[src/design/rvdec_pkg.sv]
// Shared types and codes for the RV32IM instruction decoder.
// No dependencies; used by the stage, decode, top-level and checker files.
package rvdec_pkg;

    typedef enum logic [1:0] {
        ST_DECODED = 2'd0,
        ST_UNKNOWN = 2'd1,
        ST_SILENT  = 2'd2
    } t_status;

    typedef enum logic [5:0] {
        MN_ADD, MN_SUB, MN_MUL, MN_SLL, MN_MULH, MN_SLT, MN_MULHSU, MN_SLTU,
        MN_MULHU, MN_XOR, MN_DIV, MN_SRL, MN_SRA, MN_DIVU, MN_OR, MN_REM,
        MN_AND, MN_REMU,
        MN_LB, MN_LH, MN_LW, MN_LBU, MN_LHU,
        MN_ADDI, MN_SLTI, MN_SLTIU, MN_XORI, MN_ORI, MN_ANDI, MN_SLLI,
        MN_SRLI, MN_SRAI,
        MN_SB, MN_SH, MN_SW,
        MN_BEQ, MN_BNE, MN_BLT, MN_BGE, MN_BLTU, MN_BGEU,
        MN_AUIPC, MN_LUI, MN_JAL, MN_JALR, MN_ECALL, MN_PAUSE
    } t_mnemonic;

    // Major opcodes
    localparam logic [6:0] OPC_OP       = 7'h33;
    localparam logic [6:0] OPC_LOAD     = 7'h03;
    localparam logic [6:0] OPC_OP_IMM   = 7'h13;
    localparam logic [6:0] OPC_STORE    = 7'h23;
    localparam logic [6:0] OPC_BRANCH   = 7'h63;
    localparam logic [6:0] OPC_AUIPC    = 7'h17;
    localparam logic [6:0] OPC_LUI      = 7'h37;
    localparam logic [6:0] OPC_JAL      = 7'h6F;
    localparam logic [6:0] OPC_JALR     = 7'h67;
    localparam logic [6:0] OPC_SYSTEM   = 7'h73;
    localparam logic [6:0] OPC_MISC_MEM = 7'h0F;

    // funct7 variants
    localparam logic [6:0] F7_BASE   = 7'h00;
    localparam logic [6:0] F7_ALT    = 7'h20;
    localparam logic [6:0] F7_MULDIV = 7'h01;

    // funct3 codes
    localparam logic [2:0] F3_ADD  = 3'd0;
    localparam logic [2:0] F3_SLL  = 3'd1;
    localparam logic [2:0] F3_SLT  = 3'd2;
    localparam logic [2:0] F3_SLTU = 3'd3;
    localparam logic [2:0] F3_XOR  = 3'd4;
    localparam logic [2:0] F3_SRL  = 3'd5;
    localparam logic [2:0] F3_OR   = 3'd6;
    localparam logic [2:0] F3_AND  = 3'd7;

    localparam logic [2:0] F3_LB  = 3'd0;
    localparam logic [2:0] F3_LH  = 3'd1;
    localparam logic [2:0] F3_LW  = 3'd2;
    localparam logic [2:0] F3_LBU = 3'd4;
    localparam logic [2:0] F3_LHU = 3'd5;

    localparam logic [2:0] F3_SB = 3'd0;
    localparam logic [2:0] F3_SH = 3'd1;
    localparam logic [2:0] F3_SW = 3'd2;

    localparam logic [2:0] F3_BEQ  = 3'd0;
    localparam logic [2:0] F3_BNE  = 3'd1;
    localparam logic [2:0] F3_BLT  = 3'd4;
    localparam logic [2:0] F3_BGE  = 3'd5;
    localparam logic [2:0] F3_BLTU = 3'd6;
    localparam logic [2:0] F3_BGEU = 3'd7;

    // Exact encodings accepted for the system and fence slots
    localparam logic [31:0] ECALL_WORD = 32'h0000_0073;
    localparam logic [31:0] PAUSE_WORD = 32'h0000_000F;

    typedef struct packed {
        logic [31:0] pc_address;
        logic [31:0] instr_word;
    } t_instr;

    typedef struct packed {
        t_status            decode_status;
        t_mnemonic          mnemonic;
        logic [4:0]         dest_reg;
        logic [4:0]         src1_reg;
        logic [4:0]         src2_reg;
        logic signed [31:0] immediate;
        logic [31:0]        jump_target;
    } t_result;

endpackage

[src/design/rvdec_if.sv]
// Valid/ready channel interfaces for the decoder's input and result beats.
// No dependencies.
interface rvdec_in_if;
    logic        valid;
    logic        ready;
    logic [31:0] pc_address;
    logic [31:0] instr_word;

    modport source (output valid, output pc_address, output instr_word, input ready);
    modport sink   (input valid, input pc_address, input instr_word, output ready);
endinterface

interface rvdec_out_if;
    logic               valid;
    logic               ready;
    logic [1:0]         decode_status;
    logic [5:0]         mnemonic;
    logic [4:0]         dest_reg;
    logic [4:0]         src1_reg;
    logic [4:0]         src2_reg;
    logic signed [31:0] immediate;
    logic [31:0]        jump_target;

    modport source (output valid, output decode_status, output mnemonic, output dest_reg,
                    output src1_reg, output src2_reg, output immediate,
                    output jump_target, input ready);
    modport sink   (input valid, input decode_status, input mnemonic, input dest_reg,
                    input src1_reg, input src2_reg, input immediate,
                    input jump_target, output ready);
endinterface

[src/design/rvdec_in_stage.sv]
// Input register stage: captures one instruction beat per cycle while the result stage is not stalled.
// Depends on rvdec_pkg and rvdec_in_if.
module rvdec_in_stage
    import rvdec_pkg::*;
(
    input  logic          i_clk,
    input  logic          i_rst_n,
    rvdec_in_if.sink      i_instr,
    input  logic          i_down_ready,
    output logic          o_valid,
    output t_instr        o_instr
);

    logic   r_valid;
    t_instr r_instr;
    logic   w_advance;

    assign w_advance     = !r_valid || i_down_ready;
    assign i_instr.ready = w_advance;

    always_ff @(posedge i_clk) begin
        if (!i_rst_n) begin
            r_valid <= 1'b0;
        end else if (w_advance) begin
            r_valid <= i_instr.valid;
        end
    end

    always_ff @(posedge i_clk) begin
        if (w_advance && i_instr.valid) begin
            r_instr.pc_address <= i_instr.pc_address;
            r_instr.instr_word <= i_instr.instr_word;
        end
    end

    assign o_valid = r_valid;
    assign o_instr = r_instr;

endmodule

[src/design/rvdec_decode.sv]
// Combinational decode of one instruction word plus branch/jal target add.
// Depends on rvdec_pkg.
module rvdec_decode
    import rvdec_pkg::*;
(
    input  t_instr  i_instr,
    output t_result o_result
);

    logic [31:0] w;
    logic [6:0]  opc;
    logic [2:0]  f3;
    logic [6:0]  f7;
    logic [31:0] imm_i, imm_s, imm_b, imm_u, imm_j, imm_sh;

    t_status     st;
    t_mnemonic   mn;
    logic [31:0] imm;
    logic        tgt_sel;

    assign w   = i_instr.instr_word;
    assign opc = w[6:0];
    assign f3  = w[14:12];
    assign f7  = w[31:25];

    assign imm_i  = {{20{w[31]}}, w[31:20]};
    assign imm_s  = {{20{w[31]}}, w[31:25], w[11:7]};
    assign imm_b  = {{19{w[31]}}, w[31], w[7], w[30:25], w[11:8], 1'b0};
    assign imm_u  = {w[31:12], 12'h000};
    assign imm_j  = {{11{w[31]}}, w[31], w[19:12], w[20], w[30:21], 1'b0};
    assign imm_sh = {27'd0, w[24:20]};

    always_comb begin
        st      = ST_DECODED;
        mn      = MN_ADD;
        imm     = '0;
        tgt_sel = 1'b0;
        unique case (opc)
            OPC_OP: begin
                unique case (f7)
                    F7_BASE: begin
                        unique case (f3)
                            F3_ADD:  mn = MN_ADD;
                            F3_SLL:  mn = MN_SLL;
                            F3_SLT:  mn = MN_SLT;
                            F3_SLTU: mn = MN_SLTU;
                            F3_XOR:  mn = MN_XOR;
                            F3_SRL:  mn = MN_SRL;
                            F3_OR:   mn = MN_OR;
                            F3_AND:  mn = MN_AND;
                            default: st = ST_SILENT;
                        endcase
                    end
                    F7_ALT: begin
                        if (f3 == F3_ADD)      mn = MN_SUB;
                        else if (f3 == F3_SRL) mn = MN_SRA;
                        else                   st = ST_SILENT;
                    end
                    F7_MULDIV: begin
                        unique case (f3)
                            F3_ADD:  mn = MN_MUL;
                            F3_SLL:  mn = MN_MULH;
                            F3_SLT:  mn = MN_MULHSU;
                            F3_SLTU: mn = MN_MULHU;
                            F3_XOR:  mn = MN_DIV;
                            F3_SRL:  mn = MN_DIVU;
                            F3_OR:   mn = MN_REM;
                            F3_AND:  mn = MN_REMU;
                            default: st = ST_SILENT;
                        endcase
                    end
                    default: st = ST_SILENT;
                endcase
            end
            OPC_LOAD: begin
                imm = imm_i;
                unique case (f3)
                    F3_LB:   mn = MN_LB;
                    F3_LH:   mn = MN_LH;
                    F3_LW:   mn = MN_LW;
                    F3_LBU:  mn = MN_LBU;
                    F3_LHU:  mn = MN_LHU;
                    default: st = ST_UNKNOWN;
                endcase
            end
            OPC_OP_IMM: begin
                imm = imm_i;
                unique case (f3)
                    F3_ADD:  mn = MN_ADDI;
                    F3_SLT:  mn = MN_SLTI;
                    F3_SLTU: mn = MN_SLTIU;
                    F3_XOR:  mn = MN_XORI;
                    F3_OR:   mn = MN_ORI;
                    F3_AND:  mn = MN_ANDI;
                    F3_SLL: begin
                        if (f7 == F7_BASE) begin
                            mn  = MN_SLLI;
                            imm = imm_sh;
                        end else begin
                            st = ST_SILENT;
                        end
                    end
                    default: begin
                        // right shifts by immediate
                        if (f7 == F7_BASE) begin
                            mn  = MN_SRLI;
                            imm = imm_sh;
                        end else if (f7 == F7_ALT) begin
                            mn  = MN_SRAI;
                            imm = imm_sh;
                        end else begin
                            st = ST_SILENT;
                        end
                    end
                endcase
            end
            OPC_STORE: begin
                imm = imm_s;
                unique case (f3)
                    F3_SB:   mn = MN_SB;
                    F3_SH:   mn = MN_SH;
                    F3_SW:   mn = MN_SW;
                    default: st = ST_UNKNOWN;
                endcase
            end
            OPC_BRANCH: begin
                imm     = imm_b;
                tgt_sel = 1'b1;
                unique case (f3)
                    F3_BEQ:  mn = MN_BEQ;
                    F3_BNE:  mn = MN_BNE;
                    F3_BLT:  mn = MN_BLT;
                    F3_BGE:  mn = MN_BGE;
                    F3_BLTU: mn = MN_BLTU;
                    F3_BGEU: mn = MN_BGEU;
                    default: st = ST_UNKNOWN;
                endcase
            end
            OPC_AUIPC: begin
                mn  = MN_AUIPC;
                imm = imm_u;
            end
            OPC_LUI: begin
                mn  = MN_LUI;
                imm = imm_u;
            end
            OPC_JAL: begin
                mn      = MN_JAL;
                imm     = imm_j;
                tgt_sel = 1'b1;
            end
            OPC_JALR: begin
                mn  = MN_JALR;
                imm = imm_i;
            end
            OPC_SYSTEM: begin
                if (w == ECALL_WORD) mn = MN_ECALL;
                else                 st = ST_SILENT;
            end
            OPC_MISC_MEM: begin
                if (w == PAUSE_WORD) mn = MN_PAUSE;
                else                 st = ST_SILENT;
            end
            default: st = ST_UNKNOWN;
        endcase

        // drop everything but the status and register fields when not decoded
        if (st != ST_DECODED) begin
            mn      = MN_ADD;
            imm     = '0;
            tgt_sel = 1'b0;
        end
    end

    assign o_result.decode_status = st;
    assign o_result.mnemonic      = mn;
    assign o_result.dest_reg      = w[11:7];
    assign o_result.src1_reg      = w[19:15];
    assign o_result.src2_reg      = w[24:20];
    assign o_result.immediate     = imm;
    assign o_result.jump_target   = tgt_sel ? (i_instr.pc_address + imm) : 32'd0;

endmodule

[src/design/rvdec_out_stage.sv]
// Result register stage: holds a decoded beat until the sink takes it.
// Depends on rvdec_pkg and rvdec_out_if.
module rvdec_out_stage
    import rvdec_pkg::*;
(
    input  logic          i_clk,
    input  logic          i_rst_n,
    input  logic          i_valid,
    input  t_result       i_result,
    output logic          o_up_ready,
    rvdec_out_if.source   o_result
);

    logic    r_valid;
    t_result r_result;
    logic    w_load;

    assign o_up_ready = !r_valid || o_result.ready;
    assign w_load     = o_up_ready && i_valid;

    always_ff @(posedge i_clk) begin
        if (!i_rst_n) begin
            r_valid <= 1'b0;
        end else if (o_up_ready) begin
            r_valid <= i_valid;
        end
    end

    always_ff @(posedge i_clk) begin
        if (w_load) begin
            r_result <= i_result;
        end
    end

    assign o_result.valid         = r_valid;
    assign o_result.decode_status = r_result.decode_status;
    assign o_result.mnemonic      = r_result.mnemonic;
    assign o_result.dest_reg      = r_result.dest_reg;
    assign o_result.src1_reg      = r_result.src1_reg;
    assign o_result.src2_reg      = r_result.src2_reg;
    assign o_result.immediate     = r_result.immediate;
    assign o_result.jump_target   = r_result.jump_target;

endmodule

[src/design/rv32im_instruction_decoder_unit.sv]
// Top level of the RV32IM instruction decoder: input register, decode, result register.
// Depends on rvdec_pkg, rvdec_if, rvdec_in_stage, rvdec_decode, rvdec_out_stage.
//
//   channel   direction  beat contents
//   i_instr   in         pc_address, instr_word
//   o_result  out        decode_status, mnemonic, dest_reg, src1_reg, src2_reg,
//                        immediate, jump_target
//
// An accepted input beat passes the input register, then the result register;
// one beat is accepted every cycle while o_result does not stall. A single
// decode pass plus one 32-bit target add lies between the input and result registers.
// Reset (synchronous, active low) empties both stages; payload is not cleared.
// A stall on o_result fills the result register, then the input register,
// after which i_instr.ready drops; ready chains back combinationally.
module rv32im_instruction_decoder_unit
    import rvdec_pkg::*;
(
    input  logic        i_clk,
    input  logic        i_rst_n,
    rvdec_in_if.sink    i_instr,
    rvdec_out_if.source o_result
);

    // stage handoff
    logic    s1_valid;
    t_instr  s1_instr;
    t_result s1_result;
    logic    s2_ready;

    // Capture the incoming beat; advance whenever the result stage can take it.
    rvdec_in_stage u_in_stage (
        .i_clk        (i_clk),
        .i_rst_n      (i_rst_n),
        .i_instr      (i_instr),
        .i_down_ready (s2_ready),
        .o_valid      (s1_valid),
        .o_instr      (s1_instr)
    );

    // Pure decode of the held word: status, mnemonic, fields, immediate, target.
    rvdec_decode u_decode (
        .i_instr  (s1_instr),
        .o_result (s1_result)
    );

    // Hold the decoded beat until the downstream sink accepts it.
    rvdec_out_stage u_out_stage (
        .i_clk      (i_clk),
        .i_rst_n    (i_rst_n),
        .i_valid    (s1_valid),
        .i_result   (s1_result),
        .o_up_ready (s2_ready),
        .o_result   (o_result)
    );

endmodule

[src/flat_wrapper.sv]
// flat-port wrapper written by rule: the top's interface ports become plain ports
module rv32im_instruction_decoder_unit_flat import rvdec_pkg::*;
  (i_clk, i_rst_n, i_instr_valid, i_instr_pc_address, i_instr_instr_word, i_instr_ready, o_result_valid, o_result_decode_status, o_result_mnemonic, o_result_dest_reg, o_result_src1_reg, o_result_src2_reg, o_result_immediate, o_result_jump_target, o_result_ready);
  rvdec_in_if i_instr_i ();
  rvdec_out_if o_result_i ();
  input  logic i_clk;
  input  logic i_rst_n;
  input wire logic [$bits(i_instr_i.valid)-1:0] i_instr_valid;
  input wire logic [$bits(i_instr_i.pc_address)-1:0] i_instr_pc_address;
  input wire logic [$bits(i_instr_i.instr_word)-1:0] i_instr_instr_word;
  output wire logic [$bits(i_instr_i.ready)-1:0] i_instr_ready;
  output wire logic [$bits(o_result_i.valid)-1:0] o_result_valid;
  output wire logic [$bits(o_result_i.decode_status)-1:0] o_result_decode_status;
  output wire logic [$bits(o_result_i.mnemonic)-1:0] o_result_mnemonic;
  output wire logic [$bits(o_result_i.dest_reg)-1:0] o_result_dest_reg;
  output wire logic [$bits(o_result_i.src1_reg)-1:0] o_result_src1_reg;
  output wire logic [$bits(o_result_i.src2_reg)-1:0] o_result_src2_reg;
  output wire logic [$bits(o_result_i.immediate)-1:0] o_result_immediate;
  output wire logic [$bits(o_result_i.jump_target)-1:0] o_result_jump_target;
  input wire logic [$bits(o_result_i.ready)-1:0] o_result_ready;
  assign i_instr_i.valid = i_instr_valid;
  assign i_instr_i.pc_address = i_instr_pc_address;
  assign i_instr_i.instr_word = i_instr_instr_word;
  assign i_instr_ready = i_instr_i.ready;
  assign o_result_valid = o_result_i.valid;
  assign o_result_decode_status = o_result_i.decode_status;
  assign o_result_mnemonic = o_result_i.mnemonic;
  assign o_result_dest_reg = o_result_i.dest_reg;
  assign o_result_src1_reg = o_result_i.src1_reg;
  assign o_result_src2_reg = o_result_i.src2_reg;
  assign o_result_immediate = o_result_i.immediate;
  assign o_result_jump_target = o_result_i.jump_target;
  assign o_result_i.ready = o_result_ready;
  rv32im_instruction_decoder_unit u_core (.i_clk(i_clk), .i_rst_n(i_rst_n), .i_instr(i_instr_i), .o_result(o_result_i));
endmodule
[config.mk]
export PLATFORM = sky130hd
export DESIGN_NAME = rv32im_instruction_decoder_unit_flat
export DESIGN_NICKNAME = d
export VERILOG_FILES = /design/src/design/rvdec_pkg.sv /design/src/design/rvdec_if.sv /design/src/design/rvdec_in_stage.sv /design/src/design/rvdec_decode.sv /design/src/design/rvdec_out_stage.sv /design/src/design/rv32im_instruction_decoder_unit.sv /design/src/flat_wrapper.sv
export SDC_FILE = /design/constraint.sdc
export NUM_CORES = 1
export LEC_CHECK = 0
export BUFFER_PORTS_ARGS = -buffer_cell sky130_fd_sc_hd__clkbuf_2
export CAP_MARGIN = 20
export CORE_AREA = 2 2 124 126
export CTS_CLUSTER_DIAMETER = 80
export DETAILED_ROUTE_END_ITERATION = 7
export DIE_AREA = 0 0 126 128
export GPL_TIMING_DRIVEN = 0
export PLACE_DENSITY = 0.78
export SETUP_SLACK_MARGIN = 0.5
export SYNTH_ARGS = -nofsm -noshare
export SYNTH_HDL_FRONTEND = slang
export SYNTH_SLANG_ARGS = --single-unit
[constraint.sdc]
create_clock -name i_clk -period 6 [get_ports i_clk]
set_input_delay 0.6 -clock i_clk [delete_from_list [all_inputs] [get_ports i_clk]]
set_output_delay 0.6 -clock i_clk [all_outputs]
set_load 0.01 [all_outputs]
After elaboration in Yosys (flattened, before gate mapping)
Memories as Yosys holds them, arrays and structs flattened. A register that Yosys moved wholly into a read port is not among the register bits.
Index checks and enable logic that the tools add are counted.

operators by class
  $add $sub $neg = 1
  $mul = 0
  divide/modulo/power cells = 0
  order comparisons = 0
  equal/unequal tests = 22
  shifts and indexed selects = 0
  muxes and demuxes = 36
  bitwise gates (word level) = 0
  reductions and logical operators = 18

operators with widths
  kind                                                                     number
  32-bit case mux with 6 select lines                                      1
  32-bit 2-to-1 mux                                                        4
  6-bit case mux with 11 select lines                                      1
  32-bit case mux with 2 select lines                                      1
  6-bit case mux with 3 select lines                                       2
  6-bit case mux with 6 select lines                                       1
  5-bit case mux with 7 select lines                                       1
  32-bit adder                                                             1
  32-bit by 4-bit equality test with 1-bit output (second input constant)  1
  32-bit by 7-bit equality test with 1-bit output (second input constant)  1
  7-bit by 6-bit equality test with 1-bit output (second input constant)   4
  7-bit equality test (second input constant)                              4
  5-bit case mux with 5 select lines                                       1
  2-bit case mux with 8 select lines                                       1
  5-bit 2-to-1 mux                                                         3
  7-bit by 5-bit equality test with 1-bit output (second input constant)   2
  2-bit 2-to-1 mux                                                         7
  3-bit equality test (second input constant)                              4
  6-bit 2-to-1 mux                                                         2
  6-bit OR reduction                                                       2
  4-bit 2-to-1 mux                                                         2
  2-bit case mux with 2 select lines                                       2
  2-bit OR reduction                                                       4
  7-bit by 1-bit equality test with 1-bit output (second input constant)   1
  15 further kinds                                                         24

word-level totals
  bits in registers = 153
  bits in latches = 0
  bits in writable memories = 0
  memory bits (read-only) = 80
  input bits = 68
  output and inout port bits = 89
  word-level logic and storage cells = 90
  memories kept = 2

memory list
  memory            depth  bits a word  rd ports  clocked after Yosys merged registers in  wr ports  RTL line            source
  (name not given)  8      5            1         1                                        0         rvdec_decode.sv:42  unique case (f3)
  (name not given)  8      5            1         1                                        0         rvdec_decode.sv:60  unique case (f3)

Logic depth before layout (Yosys ltp)
Gate-level depths: netlist of the first run.

  word-level depth = 8
  depth in mapped cells = 21
  depth with buffers taken out = 18

Hierarchy
Synthesis of the first run repeated with hierarchy kept, for this count alone.

unflattened totals
  cell total of the unflattened synthesis = 712
  area total of the unflattened synthesis = 8094.0 um^2

modules (own cells, without submodules)
  module           times used  cells each  area an instance (um^2)  sequential area each (um^2)
  rvdec_decode     1           551         3444.6                   0.0
  rvdec_out_stage  1           92          2670.1                   2632.5
  rvdec_in_stage   1           69          1979.4                   1941.9

Least setup slack after synthesis of the first run
Ideal clock, no wire load.

  kind = in2reg
  start point = input o_result_ready
  end point = register u_core.u_out_stage.r_result, in the netlist u_core.u_out_stage.o_result.decode_status[0] (enable)
  arrival = 4.537 ns
  slack = 0.919 ns
  cell stages on the path = 2
  path buffers = 0
  path through = nor2b_1 -> nor2b_1

between the ends
  longest elaborated chain between the ends = 2

RTL lines
  item                           RTL line               source
  start, declared                flat_wrapper.sv:20     input wire logic [$bits(o_result_i.ready)-1:0] o_result_ready;
  1-bit logical OR               rvdec_out_stage.sv:18  assign o_up_ready = !r_valid || o_result.ready;
  1-bit logical AND              rvdec_out_stage.sv:19  assign w_load = o_up_ready && i_valid;
  net u_core.u_out_stage.w_load  rvdec_out_stage.sv:16  logic w_load;
  end signal, assigned           rvdec_out_stage.sv:31  r_result <= i_result;
  end, declared                  rvdec_out_stage.sv:15  t_result r_result;

The timed path passes the listed nets, and every way through them passes these cells.
A chain may end at the register's enable or synchronous reset.

==> impl_metrics.env, run 1 <==
export IMPL_slowest_stage="or4_4"
export IMPL_seqPwrFrac=0.512
export IMPL_crit_arrival_ns=5.50
export IMPL_vias=6091
export IMPL_hold_viol=0
export IMPL_fill_cells=1184
export IMPL_synth_cell_type_count=65
export IMPL_avgViaCountPerCell=5.80
export IMPL_synth_area_sq_um=7940
export IMPL_cp_slowest_stage_delay_ns=0.55
export IMPL_layout_area_overhead_vs_synth_pct=21.2
export IMPL_cts_sinks=162
export IMPL_synth_flop_cell="edfxtp_1"
export IMPL_fin_cells=1051
export IMPL_grt_pass1_wl_microns=30700
export IMPL_dieArea_sq_um=16100
export IMPL_worst_slew_pin_slew_ns=0.976
export IMPL_largest_reg_flops=64
export IMPL_place_congestion=0.941
export IMPL_routed_wl_microns=19900
export IMPL_clkPwrFrac=0.408
export IMPL_p_leak_nw=3.92
export IMPL_port_buffers=156
export IMPL_die_h_microns=128
export IMPL_slew_viol_final=0
export IMPL_p_per_area_nw_per_um2=270
export IMPL_status="finished clean"
export IMPL_switchingPower_w=0.000578
export IMPL_finalCritPeriodShare=0.872
export IMPL_initial_core_util=0.534
export IMPL_cts_tree="done"
export IMPL_drc=0
export IMPL_cp_top_family="compound AO/OA/AOI/OAI gates"
export IMPL_yosysSeqAreaShare=0.599
export IMPL_crit_type="flop to flop"
export IMPL_cp_required_ns=6.27
export IMPL_cts_root_buf="clkbuf_16"
export IMPL_antenna_found_initial=0
export IMPL_drtPass1Iterations=5
export IMPL_wl_per_cell_microns=18.9
export IMPL_cts_clk_slew_worst_paths_ns=0.06
export IMPL_maxCapViolCount=0
export IMPL_final_min_clock_period_ns=5.23
export IMPL_start_kind="flop"
export IMPL_fp_coreArea_sq_um=14900
export IMPL_fin_nets=956
export IMPL_synth_seq_cells=162
export IMPL_synth_nets=776
export IMPL_dp_cells=1018
export IMPL_ys_warn_count=0
export IMPL_rows=45
export IMPL_syn_avg_cell_area_sq_um=11.8
export IMPL_path_cells="buf_6 -> or4_4 -> o31ai_2 -> or2_2 -> o211ai_2 -> nor2_2 -> nand2_1 -> buf_2 -> nor2_2 -> ha_1 -> inv_1 -> fa_1 -> nand2b_1 -> a21oi_2 -> o211ai_1 -> a21oi_2 -> a221o_1 -> a31oi_1 -> o31ai_1 -> mux2i_1"
export IMPL_fmax_mhz=191
export IMPL_htree_levels=4
export IMPL_io_pins=157
export IMPL_drive_above_1_share=0.248
export IMPL_antenna_left=0
export IMPL_cp_buffers_inverters=3
export IMPL_grt_max_degree=69
export IMPL_p_int_w=0.00203
export IMPL_grt_pass1_vias=5677
export IMPL_grt_use_total=0.251
export IMPL_rsz0062_at_grt="no"
export IMPL_worstPathMaxFanout=10
export IMPL_combPwrFrac=0.081
export IMPL_hpwlAfterDp_microns=14700
export IMPL_cts_buffers_inserted=17
export IMPL_grt_overflow=0
export IMPL_synth_async_reset_ratio=0
export IMPL_cts_path_max_buffers=2
export IMPL_finalClockSkew_ns=0.00641
export IMPL_rrSetupSlack_ns=0.77
export IMPL_p_sw_frac=0.222
export IMPL_cp_end_kind="flop"
export IMPL_antennaDiodeCount=0
export IMPL_relSlewSlack=0.348
export IMPL_insertion_delay_ns=0.43
export IMPL_die_w_microns=126
export IMPL_setup_viol=0
export IMPL_vdd_ir_drop_max_mv=0.232
export IMPL_synth_enable_flop_cells=151
export IMPL_hold_ws_ns=0.343
export IMPL_syn_inst=672
export IMPL_drt_iter0_markers=745
export IMPL_min_path_type="input port to flop"
-- Yosys cell counts, drive strengths merged, types with 9 or more instances --
cell type / number / area, sq um
edfxtp: 151 / 4530
nor2: 74 / 285
a21oi: 57 / 285
nand2: 48 / 180
ha: 35 / 438
o21ai: 30 / 150
a21o: 29 / 218
clkbuf: 23 / 86.3
inv: 18 / 67.6
nor3: 15 / 75.1
xnor2: 13 / 114
nor2b: 12 / 75.1
and2: 11 / 71.3
dfxtp: 11 / 220
xor2: 11 / 96.3
nand3: 10 / 50.1
nand4: 9 / 56.3
-- worst reg2reg max path, cell delays in order, from the launching register on --
cell and delay, ns:
edfxtp_1 0.38, buf_6 0.15, or4_4 0.55, o31ai_2 0.38, or2_2 0.19, o211ai_2 0.16, nor2_2 0.16, nand2_1 0.09
buf_2 0.20, nor2_2 0.17, ha_1 0.24, inv_1 0.08, fa_1 0.46, nand2b_1 0.20, a21oi_2 0.19, o211ai_1 0.18
a21oi_2 0.28, a221o_1 0.26, a31oi_1 0.17, o31ai_1 0.33, mux2i_1 0.25
-- cells in the final DEF (no fill, tap or decap), types with 9 or more instances in the layout --
cell type	synthesis	layout
clkbuf_2	0	156
edfxtp_1	151	151
nor2_1	73	70
a21oi_1	57	55
nand2_1	48	48
ha_1	35	35
a21o_1	29	29
o21ai_0	29	29
clkbuf_1	23	23
inv_1	18	17
clkbuf_16	0	17
nor3_1	15	14
xnor2_1	13	13
nor2b_1	12	11
xor2_1	11	11
dfxtp_1	11	11
nand3_1	10	10
and2_1	10	10
nand4_1	9	9
-- layer usage --
| metal | routed length (microns) | share of wire | track usage | up-vias |
|---|---|---|---|---|
| li1 | - | - | - | 2900 |
| met1 | 8440 | 0.42 | 0.341 | 2837 |
| met2 | 9390 | 0.47 | 0.400 | 305 |
| met3 | 1510 | 0.076 | 0.0597 | 49 |
| met4 | 573 | 0.029 | 0.0834 | 0 |
| met5 | 0 | 0 | 0 | - |
-- metrics by stage --
stage | setup TNS [ns] | worst slack (ns) | util | total power (W) | instance area [sq um]
after floorplan | 0 | 0.919 | - | 0.00147 | 7940
after global placement | -74.71 | -0.865 | 0.603 | 0.00156 | 8960
after detailed placement | 0 | 0.424 | 0.606 | 0.00156 | 9010
after CTS | 0 | 0.562 | 0.645 | 0.00261 | 9580
after global routing | 0 | 0.480 | 0.648 | 0.00270 | 9630
final | 0 | 0.766 | 0.648 | 0.00260 | 9630
-- power by group through the flow --
stage	clock (W)	sequential (W)	combinational, W
after global routing	0.00113	0.00134	0.000231
after detailed placement	0	0.00136	0.000207
after CTS	0.00107	0.00133	0.000208
final	0.00106	0.00133	0.000210
after floorplan	0	0.00137	0.000105
after global placement	0	0.00136	0.000199
-- cells by family after synthesis --
kind of cell,count (synthesis),synth area share
AO/OA/AOI/OAI,181,0.148
XOR/XNOR,24,0.0265
adder cells (fa/ha/maj),36,0.0576
buffers and inverters,44,0.0236
flip-flops,162,0.599
multiplexers,8,0.0102
AND/OR/NAND/NOR,217,0.135
-- what timing repair did --
action,in CTS,in global routing
buffers inserted,0,3
hold buffers,0,0
setup endpoints to repair,4,7
resized for setup,1,9
pin swaps,1,6
-- layout make-up --
type                            count  area [sq um]  share of cell area
Tap cell                          188           235              0.0244
Clock buffer                       18           429              0.0446
Buffer                             26           121              0.0126
Sequential cell                   162          4750               0.494
Clock inverter                     12           141              0.0147
Timing Repair Buffer              161           843              0.0876
Inverter                           18          70.1             0.00728
Multi-Input combinational cell    466          3030               0.315
-- path summary, 6_finish.rpt --
check	from	to	cells past startpoint
min	i_instr_pc_address[4]	u_core.u_in_stage.o_instr[36]	1
max reg2reg	u_core.u_in_stage.o_instr[25]	u_core.u_out_stage.o_result.jump_target[30]	20
min reg2reg	u_core.u_in_stage.o_instr[18]	u_core.u_out_stage.o_result.src1_reg[3]	0
max	u_core.u_in_stage.o_instr[25]	u_core.u_out_stage.o_result.jump_target[30]	20
(Power assumes the default switching activity.)
==> run 2, diff against run 1 <==
--- a/config.mk
+++ b/config.mk
@@ -13,6 +13,7 @@
 export DIE_AREA = 0 0 126 128
 export GPL_TIMING_DRIVEN = 0
 export PLACE_DENSITY = 0.78
+export REMOVE_ABC_BUFFERS = 1
 export SETUP_SLACK_MARGIN = 0.5
 export SYNTH_ARGS = -nofsm -noshare
 export SYNTH_HDL_FRONTEND = slang
==> impl_metrics.env, run 2 (synthesized netlist as in run 1, its figures left out) <==
export IMPL_insertion_delay_ns=0.43
export IMPL_layout_area_overhead_vs_synth_pct=21.8
export IMPL_hold_viol=0
export IMPL_p_leak_nw=3.98
export IMPL_dieArea_sq_um=16100
export IMPL_cp_end_kind="flop"
export IMPL_port_buffers=156
export IMPL_grt_overflow=0
export IMPL_layout_common_cells="clkbuf_2, edfxtp_1, nor2_1"
export IMPL_rr_worst_depth=18
export IMPL_maxCapViolCount=0
export IMPL_antennaDiodeCount=0
export IMPL_setup_viol=0
export IMPL_drt_iter0_markers=715
export IMPL_wl_per_cell_microns=19.6
export IMPL_grt_max_degree=41
export IMPL_drtPass1Iterations=7
export IMPL_grt_pass1_wl_microns=31000
export IMPL_cts_root_buf="clkbuf_16"
export IMPL_io_pins=157
export IMPL_r2r_end="u_core.u_out_stage.o_result.jump_target[30]"
export IMPL_finalCritPeriodShare=0.869
export IMPL_antenna_left=0
export IMPL_grt_use_total=0.253
export IMPL_drc=0
export IMPL_crit_type="flop to flop"
export IMPL_status="finished clean"
export IMPL_die_h_microns=128
export IMPL_rows=45
export IMPL_crit_arrival_ns=5.46
export IMPL_fmax_mhz=192
export IMPL_startpoint="u_core.u_in_stage.o_instr[26]"
export IMPL_antenna_found_initial=0
export IMPL_vias=6255
export IMPL_die_w_microns=126
export IMPL_crit_path_end="u_core.u_out_stage.o_result.jump_target[30]"
export IMPL_grt_pass1_vias=5897
export IMPL_drive_above_1_share=0.271
export IMPL_cts_path_max_buffers=2
export IMPL_initial_core_util=0.534
export IMPL_final_min_clock_period_ns=5.21
export IMPL_p_total_w=0.00257
export IMPL_min_path_type="input port to flop"
export IMPL_vdd_ir_drop_max_mv=0.206
export IMPL_relSlewSlack=0.412
export IMPL_rrSetupSlack_ns=0.79
export IMPL_cts_clk_slew_worst_paths_ns=0.06
export IMPL_slew_viol_final=0
export IMPL_htree_levels=4
export IMPL_routed_wl_microns=20400
export IMPL_cts_tree="done"
export IMPL_final_common_cell="clkbuf_2"
export IMPL_cts_buffers_inserted=17
export IMPL_avgViaCountPerCell=5.99
export IMPL_cts_sinks=162
export IMPL_timing_rr_start="u_core.u_in_stage.o_instr[26]"
export IMPL_largest_reg_flops=64
export IMPL_rsz0062_at_grt="no"
export IMPL_fp_coreArea_sq_um=14900
export IMPL_hpwlAfterDp_microns=15000
export IMPL_final_setup_tns_ns=0
export IMPL_worstPathMaxFanout=11
export IMPL_start_kind="flop"
export IMPL_place_congestion=0.931
export IMPL_p_per_area_nw_per_um2=265
export IMPL_finalClockSkew_ns=0.00776
export IMPL_cp_required_ns=6.25
export IMPL_fin_nets=948
export IMPL_worst_slew_pin_slew_ns=0.881
run 2: worst min-delay path by stage:
stage	startpoint	to	slack (ns)	cells past startpoint
4_1_cts	i_instr_instr_word[5]	u_core.u_in_stage.o_instr[5]	0.33	1
5_1_grt	i_instr_instr_word[8]	u_core.u_in_stage.o_instr[8]	0.33	1
6_report	i_instr_pc_address[19]	u_core.u_in_stage.o_instr[51]	0.34	1
2_1_floorplan	u_core.u_in_stage.o_instr[18]	u_core.u_out_stage.o_result.src1_reg[3]	0.45	0
3_5_place_dp	u_core.u_in_stage.o_instr[16]	u_core.u_out_stage.o_result.src1_reg[1]	0.47	0
3_3_place_gp	u_core.u_in_stage.o_instr[18]	u_core.u_out_stage.o_result.src1_reg[3]	0.47	0
run 2: layout make-up:
| cell class | instances | area (sq um) |
|---|---|---|
| flip-flops and latches | 162 | 4750 |
| multi-input cells | 466 | 3050 |
| repair buffers | 179 | 1010 |
| inverters | 18 | 67.6 |
| clock buffers | 25 | 518 |
| clock inverters | 7 | 47.5 |
| fillers | 1139 | 5180 |
| well taps | 188 | 235 |
run 2: metal layers:
metal	GRT usage	vias to the layer above	share of wire
met4	0.106	0	0.030
met1	0.329	3003	0.41
met3	0.0580	48	0.076
li1	-	2877	-
met5	0	-	0
met2	0.413	327	0.48
run 2: worst max-delay path, cell delays in order, from the launching register on:
cell      delay (ns)
edfxtp_1        0.46
or4_4           0.57
or2_4           0.28
nor4_4          0.24
o211ai_2        0.21
nor2_2          0.17
nand2_2         0.17
nor2_1          0.20
ha_1            0.26
inv_1           0.08
fa_1            0.45
nand2b_1        0.20
a21oi_2         0.19
o211ai_1        0.21
a21oi_2         0.26
a221o_1         0.29
a31oi_1         0.17
o31ai_1         0.31
mux2i_1         0.30
run 2: stage by stage:
stage                     instance area (sq um)   util  instances  hold WS [ns]  worst slack, ns
after floorplan                            7820      -        646         0.450            0.919
after global placement                     8840  0.595        990         0.465           -0.692
after detailed placement                   8920  0.600        994         0.472            0.396
after CTS                                  9500  0.639       1027         0.326            0.570
after global routing                       9680  0.651       1045         0.328            0.509
final                                      9680  0.651       1045         0.342            0.786
run 2: what timing repair did:
| action | CTS | global route |
|---|---|---|
| pin swaps | 0 | 1 |
| gates cloned | 0 | 0 |
| hold buffers | 0 | 0 |
| endpoints found under the setup margin | 3 | 8 |
| resized for setup | 1 | 8 |
| buffers inserted | 1 | 17 |
run 2: report_power, final:
group | internal [W] | switching [W] | total, W
logic | 0.0000848 | 0.000126 | 0.000211
registers | 0.00130 | 0.0000368 | 0.00134
clock network | 0.000600 | 0.000418 | 0.00102
